===== src/rtl/core/utf8cc_pkg.sv =====
// Shared types, constants and byte classification for the UTF-8 character counter.
`default_nettype none

package utf8cc_pkg;

    localparam int unsigned RES_COUNT_W = 16;
    localparam int unsigned OUT_DATA_W  = 24;

    // Continuation counts; LEAD_BAD marks a byte that cannot start a character
    localparam logic [2:0] LEAD_BAD = 3'd6;

    localparam logic [1:0] BOM_DONE = 2'd3;

    localparam logic [7:0] BOM_BYTE0 = 8'hEF;
    localparam logic [7:0] BOM_BYTE1 = 8'hBB;
    localparam logic [7:0] BOM_BYTE2 = 8'hBF;

    // Decode state carried between bytes of one string
    typedef struct packed {
        logic [2:0] cont_left;
        logic       err;
        logic [1:0] bom_step;
        logic       bom_poss;
    } dec_state_t;

    localparam dec_state_t DEC_RESET = '{cont_left: 3'd0, err: 1'b0,
                                         bom_step: 2'd0, bom_poss: 1'b1};

    // Result flags from the decoder for the word that closes a string
    typedef struct packed {
        logic inc;
        logic res_err;
        logic res_bom;
    } dec_flags_t;

    function automatic logic [2:0] lead_length(input logic [7:0] b);
        logic [2:0] n;
        begin
            case (b) inside
                8'b0???????: n = 3'd0;
                8'b110?????: n = 3'd1;
                8'b1110????: n = 3'd2;
                8'b11110???: n = 3'd3;
                8'b111110??: n = 3'd4;
                8'b1111110?: n = 3'd5;
                default:     n = LEAD_BAD;
            endcase
            return n;
        end
    endfunction

    function automatic logic [7:0] bom_byte(input logic [1:0] step);
        logic [7:0] v;
        begin
            case (step)
                2'd0:    v = BOM_BYTE0;
                2'd1:    v = BOM_BYTE1;
                default: v = BOM_BYTE2;
            endcase
            return v;
        end
    endfunction

endpackage

`default_nettype wire


===== src/rtl/core/utf8cc_decode.sv =====
// Combinational next-state logic for one byte: BOM match, lead and continuation checks.
`default_nettype none

module utf8cc_decode
(
    input  wire logic [7:0]            data_byte,
    input  wire logic                  last_byte,
    input  wire utf8cc_pkg::dec_state_t cur,
    output utf8cc_pkg::dec_state_t     nxt,
    output utf8cc_pkg::dec_flags_t     flags
);
    import utf8cc_pkg::*;

    dec_state_t upd;
    logic       bom_done_now;
    logic [2:0] lead_n;

    assign lead_n = lead_length(data_byte);

    always_comb
    begin
        upd          = cur;
        bom_done_now = 1'b0;
        flags.inc    = 1'b0;

        if (cur.bom_poss && (cur.bom_step != BOM_DONE))
        begin
            if (data_byte == bom_byte(cur.bom_step))
            begin
                upd.bom_step = cur.bom_step + 2'd1;
                bom_done_now = (cur.bom_step == 2'd2);
            end
            else
            begin
                upd.bom_poss = 1'b0;
            end
        end

        if (!cur.err)
        begin
            if (cur.cont_left == 3'd0)
            begin
                if (lead_n == LEAD_BAD)
                    upd.err = 1'b1;
                else if (lead_n == 3'd0)
                    flags.inc = 1'b1;
                else
                    upd.cont_left = lead_n;
            end
            else if (data_byte[7:6] != 2'b10)
            begin
                upd.err = 1'b1;
            end
            else
            begin
                upd.cont_left = cur.cont_left - 3'd1;
                // the BOM itself is not a character
                if ((cur.cont_left == 3'd1) && !bom_done_now)
                    flags.inc = 1'b1;
            end
        end

        // flag an invalid byte or a truncated sequence at end of string
        flags.res_err = upd.err | (upd.cont_left != 3'd0);
        flags.res_bom = upd.bom_poss && (upd.bom_step == BOM_DONE);

        nxt = last_byte ? DEC_RESET : upd;
    end

endmodule

`default_nettype wire


===== src/rtl/core/utf8cc_count.sv =====
// Saturating character counter with clear at end of string and 16-bit result view.
`default_nettype none

module utf8cc_count
#(
    parameter int unsigned COUNT_BITS = 16
)
(
    input  wire logic                               clk,
    input  wire logic                               rst_n,
    input  wire logic                               en,
    input  wire logic                               inc,
    input  wire logic                               clr,
    output logic [utf8cc_pkg::RES_COUNT_W-1:0]      res_count
);
    import utf8cc_pkg::*;

    logic [COUNT_BITS-1:0] count_reg;
    logic [COUNT_BITS-1:0] count_next;

    assign count_next = (inc && (count_reg != {COUNT_BITS{1'b1}})) ?
                        count_reg + {{(COUNT_BITS-1){1'b0}}, 1'b1} : count_reg;

    always_ff @(posedge clk or negedge rst_n)
    begin
        if (!rst_n)
            count_reg <= '0;
        else if (en)
            count_reg <= clr ? '0 : count_next;
    end

    // clamp or zero-extend to the result field width
    generate
        if (COUNT_BITS > RES_COUNT_W)
        begin : g_clamp
            assign res_count = (count_next[COUNT_BITS-1:RES_COUNT_W] != '0) ?
                               {RES_COUNT_W{1'b1}} : count_next[RES_COUNT_W-1:0];
        end
        else
        begin : g_extend
            assign res_count = RES_COUNT_W'(count_next);
        end
    endgenerate

endmodule

`default_nettype wire


===== src/rtl/core/utf8_char_counter.sv =====
// Top level of the UTF-8 character counter: decode state, counter and result register.
//
//  channel  | dir | handshake        | contents
//  ---------+-----+------------------+---------------------------------------------
//  s_*      | in  | s_tvalid/s_tready| s_tdata = data_byte, s_tlast = last_byte
//  m_*      | out | m_tvalid/m_tready| m_tdata = char_count, stopped_on_error,
//           |     |                  |           bom_present (one word per string)
//
// One byte is taken per cycle while s_tready is high; the decode and count update
// lie between state and result registers; the result shows the cycle after s_tlast.
// Reset clears the decode state, the counter and the result valid flag.
// s_tready drops only while a result is held and m_tready is low; bytes that do
// not close a string still wait for that result to leave.
`default_nettype none

module utf8_char_counter
#(
    parameter int unsigned COUNT_BITS = 16
)
(
    input  wire logic                               clk,
    input  wire logic                               rst_n,
    input  wire logic                               s_tvalid,
    output logic                                    s_tready,
    input  wire logic [7:0]                         s_tdata,   // [7:0] data_byte
    input  wire logic                               s_tlast,   // last_byte
    output logic                                    m_tvalid,
    input  wire logic                               m_tready,
    // [15:0] char_count, [16] stopped_on_error, [17] bom_present, [23:18] zero
    output logic [utf8cc_pkg::OUT_DATA_W-1:0]       m_tdata
);
    import utf8cc_pkg::*;

    dec_state_t             dec_reg;
    dec_state_t             dec_next;
    dec_flags_t             flags;
    logic                   accept;
    logic [RES_COUNT_W-1:0] res_count;
    logic                   res_valid_reg;
    logic [OUT_DATA_W-1:0]  res_data_reg;

    assign s_tready = !res_valid_reg || m_tready;
    assign accept   = s_tvalid && s_tready;

    utf8cc_decode u_decode
    (
        .data_byte (s_tdata),
        .last_byte (s_tlast),
        .cur       (dec_reg),
        .nxt       (dec_next),
        .flags     (flags)
    );

    utf8cc_count #(.COUNT_BITS(COUNT_BITS)) u_count
    (
        .clk       (clk),
        .rst_n     (rst_n),
        .en        (accept),
        .inc       (flags.inc),
        .clr       (s_tlast),
        .res_count (res_count)
    );

    always_ff @(posedge clk or negedge rst_n)
    begin
        if (!rst_n)
            dec_reg <= DEC_RESET;
        else if (accept)
            dec_reg <= dec_next;
    end

    always_ff @(posedge clk or negedge rst_n)
    begin
        if (!rst_n)
            res_valid_reg <= 1'b0;
        else if (accept && s_tlast)
            res_valid_reg <= 1'b1;
        else if (m_tready)
            res_valid_reg <= 1'b0;
    end

    always_ff @(posedge clk)
    begin
        if (accept && s_tlast)
            res_data_reg <= {{(OUT_DATA_W-RES_COUNT_W-2){1'b0}},
                             flags.res_bom, flags.res_err, res_count};
    end

    assign m_tvalid = res_valid_reg;
    assign m_tdata  = res_data_reg;

endmodule

`default_nettype wire

===== config.mk =====
export PLATFORM = sky130hd
export DESIGN_NAME = utf8_char_counter
export DESIGN_NICKNAME = d
export VERILOG_FILES = /design/src/rtl/core/utf8cc_pkg.sv /design/src/rtl/core/utf8cc_decode.sv /design/src/rtl/core/utf8cc_count.sv /design/src/rtl/core/utf8_char_counter.sv
export SDC_FILE = /design/constraint.sdc
export NUM_CORES = 1
export LEC_CHECK = 0
export ABC_AREA = 1
export BUFFER_PORTS_ARGS = -buffer_cell sky130_fd_sc_hd__buf_4
export CORE_MARGIN = 2
export CORE_UTILIZATION = 52
export DETAILED_ROUTE_END_ITERATION = 12
export GPL_TIMING_DRIVEN = 0
export PLACE_DENSITY_LB_ADDON = 0.15
export SYNTH_ARGS = -nofsm -noshare
export SYNTH_HDL_FRONTEND = slang
export SYNTH_SLANG_ARGS = --single-unit

===== constraint.sdc =====
create_clock -name clk -period 1.9 [get_ports clk]
set_input_delay 0.475 -clock clk [delete_from_list [all_inputs] [get_ports clk]]
set_output_delay 0.475 -clock clk [all_outputs]
set_load 0.01 [all_outputs]

After elaboration in Yosys (flattened, before gate mapping):

Index checks and enable logic that the tools add are counted.

* flip-flop bits (word level): 42
* input port bits: 13
* output and inout bits: 26
* logic and storage cells: 70

* add/sub/neg operators: 3
* eq/ne operators: 14
* muxes and demuxes: 31
* bitwise gates (word level): 1
* reductions and logical operators: 14

Operators by type and width (number)
* 16-bit two-way mux: 2
* 3-bit two-way mux: 9
* 16-bit by 1-bit adder with 16-bit output (second input constant): 1
* 16-bit inequality test (second input constant): 1
* 7-bit case mux with 2 select lines: 1
* 1-bit two-way mux: 13
* 8-bit equality test: 1
* 4-bit two-way mux: 2
* 8-bit two-way mux: 1
* 7-bit equality test (second input constant): 1
* 7-bit two-way mux: 1
* 3-bit equality test (second input constant): 2
* 6-bit equality test (second input constant): 1
* 1-bit logical AND: 6
* 3-bit logical NOT: 2
* 5-bit equality test (second input constant): 1
* 2-bit equality test (second input constant): 2
* 4-bit equality test (second input constant): 1
* 2-bit two-way mux: 2
* 2-bit inequality test (second input constant): 2
* 3-bit by 1-bit equality test with 1-bit output (second input constant): 1
* 3-bit nonzero test: 1
* 3-bit by 1-bit subtractor with 3-bit output (second input constant): 1
* 2-bit by 1-bit adder with 2-bit output (second input constant): 1
* other kinds (6): 7

Logic depth before layout (Yosys ltp):

Gate-level depths: netlist of the first run.

* depth in word-level cells: 15
* gate-level depth with buffers: 15
* mapped depth without buffers: 14

Hierarchy:

From an unflattened synthesis of the first run, not the netlist that was laid out.

* cells, all modules: 366
* area, all modules: 2777.7 um^2

Modules (own cells, without submodules)
* utf8cc_count: instances 1, cells an instance 201, area each 1312.5 um^2, seq. area each 400.4 um^2
* utf8_char_counter: instances 1, cells an instance 63, area each 932.1 um^2, seq. area each 742.0 um^2
* utf8cc_decode: instances 1, cells an instance 102, area each 533.0 um^2, seq. area each 0.0 um^2

Worst setup path before layout of the first run:

No wires, ideal clock.

* path type: flip-flop to flip-flop
* start: register dec_reg[4] (netlist name)
* end: register res_data_reg[0] (netlist: m_tdata[0]), data pin
* library setup time: 255 ps
* arrival: 1748 ps
* data required time: 1645 ps
* setup slack: -103 ps
* stages on the path, launching flop included: 10
* buffers on the path: 1
* clock period less this slack: 2003 ps
* path through: dfrtp_1 inv_1 ha_1 nand2_2 nand2_2 nand2_2 a211oi_4 buf_6 nand3_1 and2_1

* longest elaborated chain between the ends: 8
* elaborated cells on any way between the ends: 9
* those cells by class: 1 x eq/ne; 5 x mux; 3 x reduce/logical

Ends and longest elaborated chain
* from (decl): line utf8_char_counter.sv:34 `dec_state_t dec_reg;`
* from (signal assigned): line utf8_char_counter.sv:69 `dec_reg <= dec_next;`
* 3-bit by 1-bit equality test with 1-bit output: line utf8cc_decode.sv:58 `if ((cur.cont_left == 3'd1) && !bom_done_now)`
* 1-bit logical AND: line utf8cc_decode.sv:58
* 1-bit two-way mux: line utf8cc_decode.sv:58
* 1-bit two-way mux: line utf8cc_decode.sv:50 `else if (data_byte[7:6] != 2'b10)`
* 1-bit two-way mux *: line utf8cc_decode.sv:41 `if (cur.cont_left == 3'd0)`
* 1-bit two-way mux *: line utf8cc_decode.sv:39 `if (!cur.err)`
* 1-bit logical AND *: line utf8cc_count.sv:21 `assign count_next = (inc && (count_reg != {COUNT_BITS{1'b1}})) ?`
* 16-bit two-way mux *: line utf8cc_count.sv:21
* net res_count[0]: line utf8_char_counter.sv:38 `logic [RES_COUNT_W-1:0] res_count;`
* to (signal assigned): line utf8_char_counter.sv:85 `res_data_reg <= {{(OUT_DATA_W-RES_COUNT_W-2){1'b0}},`
* to (decl): line utf8_char_counter.sv:40 `logic [OUT_DATA_W-1:0] res_data_reg;`

The timed path passes the listed nets; every way through them passes the cells marked *.
A chain may end at the register's enable or synchronous reset.

==> Implementation_results.wiki, run 1 <==
{| class="wikitable"
! Metric !! Value
|-
| Result of the run || finished with violations
|-
| Violated checks || setup timing
|-
| Via-to-Cell Ratio || 4.97
|-
| Pin count of the biggest net entering global routing || 25
|-
| Clock share of power || 14.5%
|-
| Combinational family with the most area after synthesis || simple AND/OR/NAND/NOR gates
|-
| Post-Syn Area per Cell || 7.73 sq um
|-
| Most frequent cell after synthesis || sky130_fd_sc_hd__nand2_1
|-
| Part of the cycle the worst path needs || 104%
|-
| Clock tree from TritonCTS || done
|-
| Final period demand of the worst path || 1.98 ns
|-
| P&R area growth vs syn || 34.5%
|-
| Number of antenna repair diodes || 0
|-
| Number of placed cells counting well taps || 457
|-
| Compound-gate portion of the synthesized area || 5.32%
|-
| Maximum VDD drop || 0.000576 V
|-
| I/O pin count || 39
|-
| Final wirelength || 6440 um
|-
| Remaining routing DRC violations || 0
|-
| Type of the setup path with the least slack || flop to flop
|-
| Share of power burned in registers || 28.3%
|-
| Worst setup EP type || flop
|-
| Fraction of synthesized cell area taken by the top area cell type || 21.3%
|-
| X dimension of the die || 76.1 um
|-
| Cell row count || 26
|-
| Post-synth EDFFs || 18
|-
| Worst-case hold slack || 0.0747 ns
|-
| Floorplan die area || 0.00580 sq mm
|-
| Type of the most critical hold path || primary input to asynchronous set/reset pin
|-
| Total via count in the routed design || 2443
|-
| First-pass GRT wire length || 10300 um
|-
| Antenna violations before repair || 0
|-
| Effective utilization at floorplan || 53.3%
|-
| Non-filler cells, final || 492
|-
| Post-synthesis register bit count || 42
|-
| Count of cell types in the netlist || 29
|-
| Fraction of power spent switching nets || 39.1%
|-
| Dominant register cell in the synthesized netlist || sky130_fd_sc_hd__dfrtp_1
|-
| Final setup violation count || 26
|-
| Final weighted congestion of routability-driven global placement || 0.909
|-
| Clock transition at the registers of the reported paths || 0.08 ns
|-
| Worst-case clock buffer depth || 2
|-
| Router iterations before antenna repair || 4
|-
| Headroom to the max-slew limit || 58.9%
|-
| Slew at the pin closest to its max-slew limit || 0.615 ns
|-
| Max-slew violations || 0
|-
| Share of synthesized flip-flops with an asynchronous set or reset || 57.1%
|-
| Number of synthesis warnings || 0
|-
| Ranking of synthesized cells by instance count || sky130_fd_sc_hd__nand2_1 (114), sky130_fd_sc_hd__inv_1 (39), sky130_fd_sc_hd__nor2_1 (27), sky130_fd_sc_hd__dfrtp_1 (23), sky130_fd_sc_hd__nand3_1 (21)
|-
| Detailed Route Iter0 Violations || 156
|-
| Core area || 0.00507 sq mm
|-
| Synthesized instance count || 350
|-
| Parity-gate share of the synthesized area counting xor and xnor cells || 4.86%
|-
| Number of levels in the clock H-tree || 2
|-
| Post-route core utilization || 71.7%
|-
| Power Density || 1120 mW/mm^2
|-
| Simple logic cell fraction of the synthesized area || 34.0%
|-
| Data required, critical path || 1.96 ns
|-
| HPWL after detailed placement || 4090 um
|-
| Number of failing hold endpoints at the final stage || 0
|-
| Mux share of post-synthesis cell area || 0%
|-
| Total congestion overflow after global routing || 0
|-
| All-layer global routing usage || 22.2%
|-
| Top achievable clock speed || 506 MHz
|-
| Maximum fanout along the worst path || 3
|-
| Source-to-sink clock delay at the later pin of the worst-skew pair || 0.30 ns
|-
| Per-cell routed wire length || 13.1 um
|-
| NetSw || 0.00159 W
|-
| Sequential area share after synthesis || 42.2%
|-
| Largest cells by area after synthesis || sky130_fd_sc_hd__dfrtp_1 (21%), sky130_fd_sc_hd__edfxtp_1 (20%), sky130_fd_sc_hd__nand2_1 (16%), sky130_fd_sc_hd__inv_1 (5.4%), sky130_fd_sc_hd__xor2_1 (4.9%)
|-
| Cell at the root of the clock tree || sky130_fd_sc_hd__clkbuf_8
|-
| Largest area contributor in the netlist || sky130_fd_sc_hd__dfrtp_1
|-
| Setup repair after global routing missed its margin || true
|-
| Data arrival time of the worst path || 2.04 ns
|-
| Chip Height || 76.1 um
|-
| PnR worst setup slack || -0.0779 ns
|-
| Max capacitance violation total || 0
|-
| # port buffers || 32
|-
| Pint || 0.00248 W
|-
| Number of CTS-inserted buffers || 5
|-
| Cell leakage power || 1.78 nW
|-
| Total clock sinks || 42
|-
| Worst clock skew || 0.00694 ns
|-
| Combinational share of power || 57.2%
|-
| Netlist area before placement || 0.00271 sq mm
|-
| Number of routed nets with antenna violations || 0
|-
| Number of flip-flops under the largest register name || 18
|-
| Synthesized-area fraction occupied by adder cells || 4.16%
|-
| CP startpoint kind || flop
|-
| Pwr Total || 0.00408 W
|-
| Via count of the first global-routing pass || 2309
|-
| Proportion of layout cells with a drive suffix above 1 || 36.5%
|-
| Final layout net count || 443
|-
| Post-Route Setup TNS || -0.901 ns
|}
-- worst paths after layout --
kind                            slack (ns)               endpoint  cells past startpoint        from
min in group clk                      0.49               m_tvalid                      4    m_tready
max in group asynchronous             1.53             dec_reg[0]                      1       rst_n
worst max register to register       -0.08            m_tdata[17]                     13  dec_reg[1]
worst min-delay path                  0.07  u_count.count_reg[11]                      1       rst_n
worst min register to register        0.55             dec_reg[0]                      2  dec_reg[0]
worst max-delay path                 -0.08            m_tdata[17]                     13  dec_reg[1]
-- critical path, cell delays in order (launching register included) --
cell,delay (ns)
sky130_fd_sc_hd__dfrtp_1,0.42
sky130_fd_sc_hd__inv_2,0.12
sky130_fd_sc_hd__ha_4,0.14
sky130_fd_sc_hd__inv_2,0.02
sky130_fd_sc_hd__nand2_1,0.04
sky130_fd_sc_hd__nand3_1,0.12
sky130_fd_sc_hd__nor2_4,0.13
sky130_fd_sc_hd__buf_4,0.12
sky130_fd_sc_hd__buf_4,0.09
sky130_fd_sc_hd__buf_4,0.10
sky130_fd_sc_hd__and3_4,0.19
sky130_fd_sc_hd__nand2_1,0.07
sky130_fd_sc_hd__o21ai_1,0.12
sky130_fd_sc_hd__nor2_1,0.07
-- power groups by stage --
| stage | sequential, W | clock [W] | combinational [W] |
|---|---|---|---|
| 4_1_cts | 0.00114 | 0.000595 | 0.00199 |
| 6_report | 0.00116 | 0.000591 | 0.00233 |
| 5_1_grt | 0.00116 | 0.000651 | 0.00251 |
| 3_3_place_gp | 0.00117 | 0 | 0.00134 |
| 3_5_place_dp | 0.00117 | 0 | 0.00136 |
| 2_1_floorplan | 0.00117 | 0 | 0.00103 |
-- cells by family after synthesis --
logic type | count (synthesis)
xor gates and xnor gates | 15
and+or+nand+nor | 203
adders and majority gates | 9
DFF | 42
other | 1
buffers and inverters | 56
AOI/OAI and AO/OA | 24
-- repair_timing --
item / CTS / global route
pin swaps: 15 / 14
hold buffers: 0 / 0
endpoints found under the setup margin: 26 / 56
resized for setup: 21 / 39
setup buffers: 21 / 5
cloned: 1 / 0
-- layout make-up --
cell class,count,area (sq um)
Sequential cell,42,1150
Inverter,43,164
Multi-Input combinational cell,257,1550
Clock buffer,7,86.3
Fill cell,404,1440
Clock inverter,1,5.00
Timing Repair Buffer,59,490
Tap cell,70,87.6
Buffer,13,108
-- per-stage QoR --
stage               area, sq um  setup slack [ns]
floorplan                  2760           -0.0153
global placement           3090            -0.256
detailed placement         3090            -0.282
CTS                        3460           -0.0564
global route               3640            -0.170
finish                     3640           -0.0779
-- cells in the final DEF, fill, tap and decap left out, drive strengths merged, types with 2 or more instances in the layout --
cell type  count
a211oi         2
o21ai         11
nand2        135
o22ai          2
nand3         29
dfrtp         23
edfxtp        18
nand4          3
a21oi          8
buf           69
ha             9
nor3           5
inv           43
conb           6
clkbuf        10
nor2          27
and2           2
xor2          15
-- layer usage --
metal,global-route usage (%),vias up,share of wire (%)
met5,0,-,0
met1,29.5,1122,44
met2,36.9,75,48
met4,7.82,0,1.8
li1,-,1233,-
met3,4.03,13,5.6
No activity file was read; power rests on OpenSTA's default activity.
==> run 2: changes to the inputs <==
Settings changed: BUFFER_PORTS_ARGS -buffer_cell sky130_fd_sc_hd__buf_4 to not set, CORE_UTILIZATION 52 to 57, DONT_BUFFER_PORTS set to 1.
==> run 2 against run 1 <==
Effect of this change:
- the run still ends with setup timing left
- core utilization is 3.2 points higher
- combinational power is essentially flat
- sequential power is essentially flat
- first-iteration DRC count increased by 4.5%
- cell area down 4.0%
- largest cell class unchanged
- maximum frequency is 2.9% lower
- via count decreased by 0.25%
- clock skew decreased by 0.0012 ns
- critical path depth is the same
- cell count fell by 7.9%
==> Implementation_results.wiki, run 2 (synthesis results as in run 1) <==
{| class="wikitable"
! Metric !! Value
|-
| HPWL after detailed placement || 3910 um (-4.4%)
|-
| Antenna violations before repair || 0 (unchanged)
|-
| Remaining routing DRC violations || 0 (unchanged)
|-
| End of the worst register-to-register path || m_tdata[17]
|-
| Cell row count || 25 (-3.8%)
|-
| Final weighted congestion of routability-driven global placement || 0.889 (-2.2%)
|-
| Startpoint of the worst-slack reg-to-reg timing path || dec_reg[1]
|-
| Power Density || 1240 mW/mm^2 (+11%)
|-
| Top achievable clock speed || 491 MHz (-2.9%)
|-
| Max capacitance violation total || 0 (unchanged)
|-
| First-pass GRT wire length || 9960 um (-3.4%)
|-
| Data required, critical path || 2.05 ns (+0.09 ns)
|-
| Number of routed nets with antenna violations || 0 (unchanged)
|-
| Worst setup EP type || flop
|-
| I/O pin count || 39 (unchanged)
|-
| Chip Height || 72.9 um (-4.2%)
|-
| Headroom to the max-slew limit || 61.9% (+3.0 points)
|-
| Worst r2r path cells || 13 (unchanged)
|-
| Pin count of the biggest net entering global routing || 24 (-4.0%)
|-
| P&R area growth vs syn || 29.0%
|-
| Total clock sinks || 42 (unchanged)
|-
| # port buffers || 0 (-100%)
|-
| Pre-CTS setup slack || -0.282 ns (+0.000563 ns)
|-
| Top library cells by usage in the layout, fill and taps aside || sky130_fd_sc_hd__nand2_1 (105), sky130_fd_sc_hd__buf_4 (33), sky130_fd_sc_hd__inv_1 (32)
|-
| Setup repair after global routing missed its margin || true
|-
| Final setup violation count || 32 (+23%)
|-
| PnR worst setup slack || -0.137 ns (-0.0595 ns)
|-
| Clock transition at the registers of the reported paths || 0.08 ns (about the same)
|-
| Post-Route Setup TNS || -1.31 ns (-0.409 ns)
|-
| Router iterations before antenna repair || 6 (+2)
|-
| Result of the run || finished with violations
|-
| Violated checks || setup timing
|-
| Number of failing hold endpoints at the final stage || 0 (unchanged)
|-
| Maximum fanout along the worst path || 3 (unchanged)
|-
| Number of CTS-inserted buffers || 5 (unchanged)
|-
| Number of levels in the clock H-tree || 2 (unchanged)
|-
| All-layer global routing usage || 24.3% (+2.1 points)
|-
| Proportion of layout cells with a drive suffix above 1 || 31.6% (-4.9 points)
|-
| Detailed Route Iter0 Violations || 163 (+4.5%)
|-
| Total via count in the routed design || 2437 (-0.25%)
|-
| Via-to-Cell Ratio || 5.38 (+8.3%)
|-
| Cell leakage power || 1.68 nW (-5.8%)
|-
| Type of the most critical hold path || primary input to flop
|-
| Type of the setup path with the least slack || flop to flop
|-
| Leading cell type in the layout, fill and taps excluded || sky130_fd_sc_hd__nand2_1
|-
| Data arrival time of the worst path || 2.19 ns (+0.15 ns)
|-
| Destination of the worst hold path || m_tvalid
|-
| Number of flip-flops under the largest register name || 18 (unchanged)
|-
| X dimension of the die || 72.9 um (-4.2%)
|-
| Final layout net count || 420 (-5.2%)
|-
| Worst clock skew || 0.00577 ns (-0.00117 ns)
|-
| Via count of the first global-routing pass || 2100 (-9.1%)
|-
| Clock tree from TritonCTS || done
|-
| Effective utilization at floorplan || 58.0% (+4.7 points)
|-
| Source-to-sink clock delay at the later pin of the worst-skew pair || 0.30 ns (about the same)
|-
| Worst-case clock buffer depth || 2 (unchanged)
|-
| Hold path cells || 2
|-
| Final wirelength || 6660 um (+3.5%)
|-
| Worst hold start || s_tlast
|-
| Final period demand of the worst path || 2.04 ns (+0.0595 ns)
|-
| CP startpoint kind || flop
|-
| Maximum VDD drop || 0.000613 V (+6.6%)
|-
| Floorplan die area || 0.00531 sq mm (-8.3%)
|-
| Total congestion overflow after global routing || 0 (unchanged)
|-
| Cell at the root of the clock tree || sky130_fd_sc_hd__clkbuf_8
|-
| Max-slew violations || 0 (unchanged)
|-
| Worst-case register-to-register setup slack || -0.14 ns (-0.06 ns)
|-
| Part of the cycle the worst path needs || 107% (+3.1 points)
|-
| Number of antenna repair diodes || 0 (unchanged)
|-
| Slew at the pin closest to its max-slew limit || 0.570 ns (-0.0450 ns)
|-
| Per-cell routed wire length || 14.7 um (+12%)
|-
| Core area || 0.00466 sq mm (-8.2%)
|}
run 2: cell type report:
cell class	count	area (sq um)
buffer	13	104
clock inverter	3	63.8
timing repair buffer	36	344
fill	325	1170
inverter	43	164
clock buffer	5	68.8
tap	54	67.6
multi-input combinational	257	1530
sequential	42	1140
run 2: where the power goes:
| group | switching [W] | total (W) | internal (W) |
|---|---|---|---|
| sequential | 0.0000958 | 0.00116 | 0.00106 |
| combinational | 0.00120 | 0.00235 | 0.00115 |
| clock | 0.000304 | 0.000824 | 0.000520 |
run 2: critical path, cell delays in order, from the launching register on:
cell and delay (ns):
sky130_fd_sc_hd__dfrtp_1 0.43, sky130_fd_sc_hd__inv_2 0.13, sky130_fd_sc_hd__ha_4 0.15, sky130_fd_sc_hd__inv_2 0.03
sky130_fd_sc_hd__nand2_2 0.05, sky130_fd_sc_hd__nand3_2 0.09, sky130_fd_sc_hd__nor2_4 0.12, sky130_fd_sc_hd__buf_4 0.11
sky130_fd_sc_hd__buf_4 0.08, sky130_fd_sc_hd__buf_4 0.10, sky130_fd_sc_hd__and3_4 0.21, sky130_fd_sc_hd__xor2_2 0.17
sky130_fd_sc_hd__nand2_1 0.09, sky130_fd_sc_hd__nor2_1 0.13
run 2: through the flow:
stage / power (W) / hold slack (ns) / cells / utilization [%] / instance area (sq um)
2_1_floorplan: 0.00220 / 0.179 / 355 / - / 2760
3_3_place_gp: 0.00243 / 0.180 / 409 / 60.7 / 2830
3_5_place_dp: 0.00245 / 0.180 / 409 / 60.7 / 2830
4_1_cts: 0.00384 / 0.00651 / 441 / 69.4 / 3230
5_1_grt: 0.00454 / 0.397 / 453 / 74.9 / 3490
6_report: 0.00434 / 0.392 / 453 / 74.9 / 3490
run 2: how the worst max path moves through the flow:
stage                    start              endpoint  slack (ns)  cells after the start
finish              dec_reg[1]           m_tdata[17]       -0.14                     13
global route        dec_reg[2]  u_count.count_reg[8]       -0.16                     14
CTS                 dec_reg[2]            m_tdata[0]       -0.06                     13
detailed placement  dec_reg[1]            m_tdata[0]       -0.28                     13
global placement    dec_reg[4]            m_tdata[0]       -0.23                      9
floorplan           dec_reg[4]            m_tdata[0]       -0.02                      9
run 2: what timing repair did:
action | CTS | global route
buffers inserted | 21 | 11
pin swaps | 7 | 19
endpoints found under the hold margin | 23 | 1
hold buffers | 2 | 1
setup endpoints to repair | 39 | 35
resized for setup | 13 | 37
gates cloned | 1 | 0
run 2: layer usage:
metal  up-vias  GRT usage (%)  routed length [um]
met1      1164           34.8                3080
li1       1191              -                   -
met2        71           38.3                3200
met4         0           6.17                  94
met5         -              0                   0
met3        11           4.56                 285
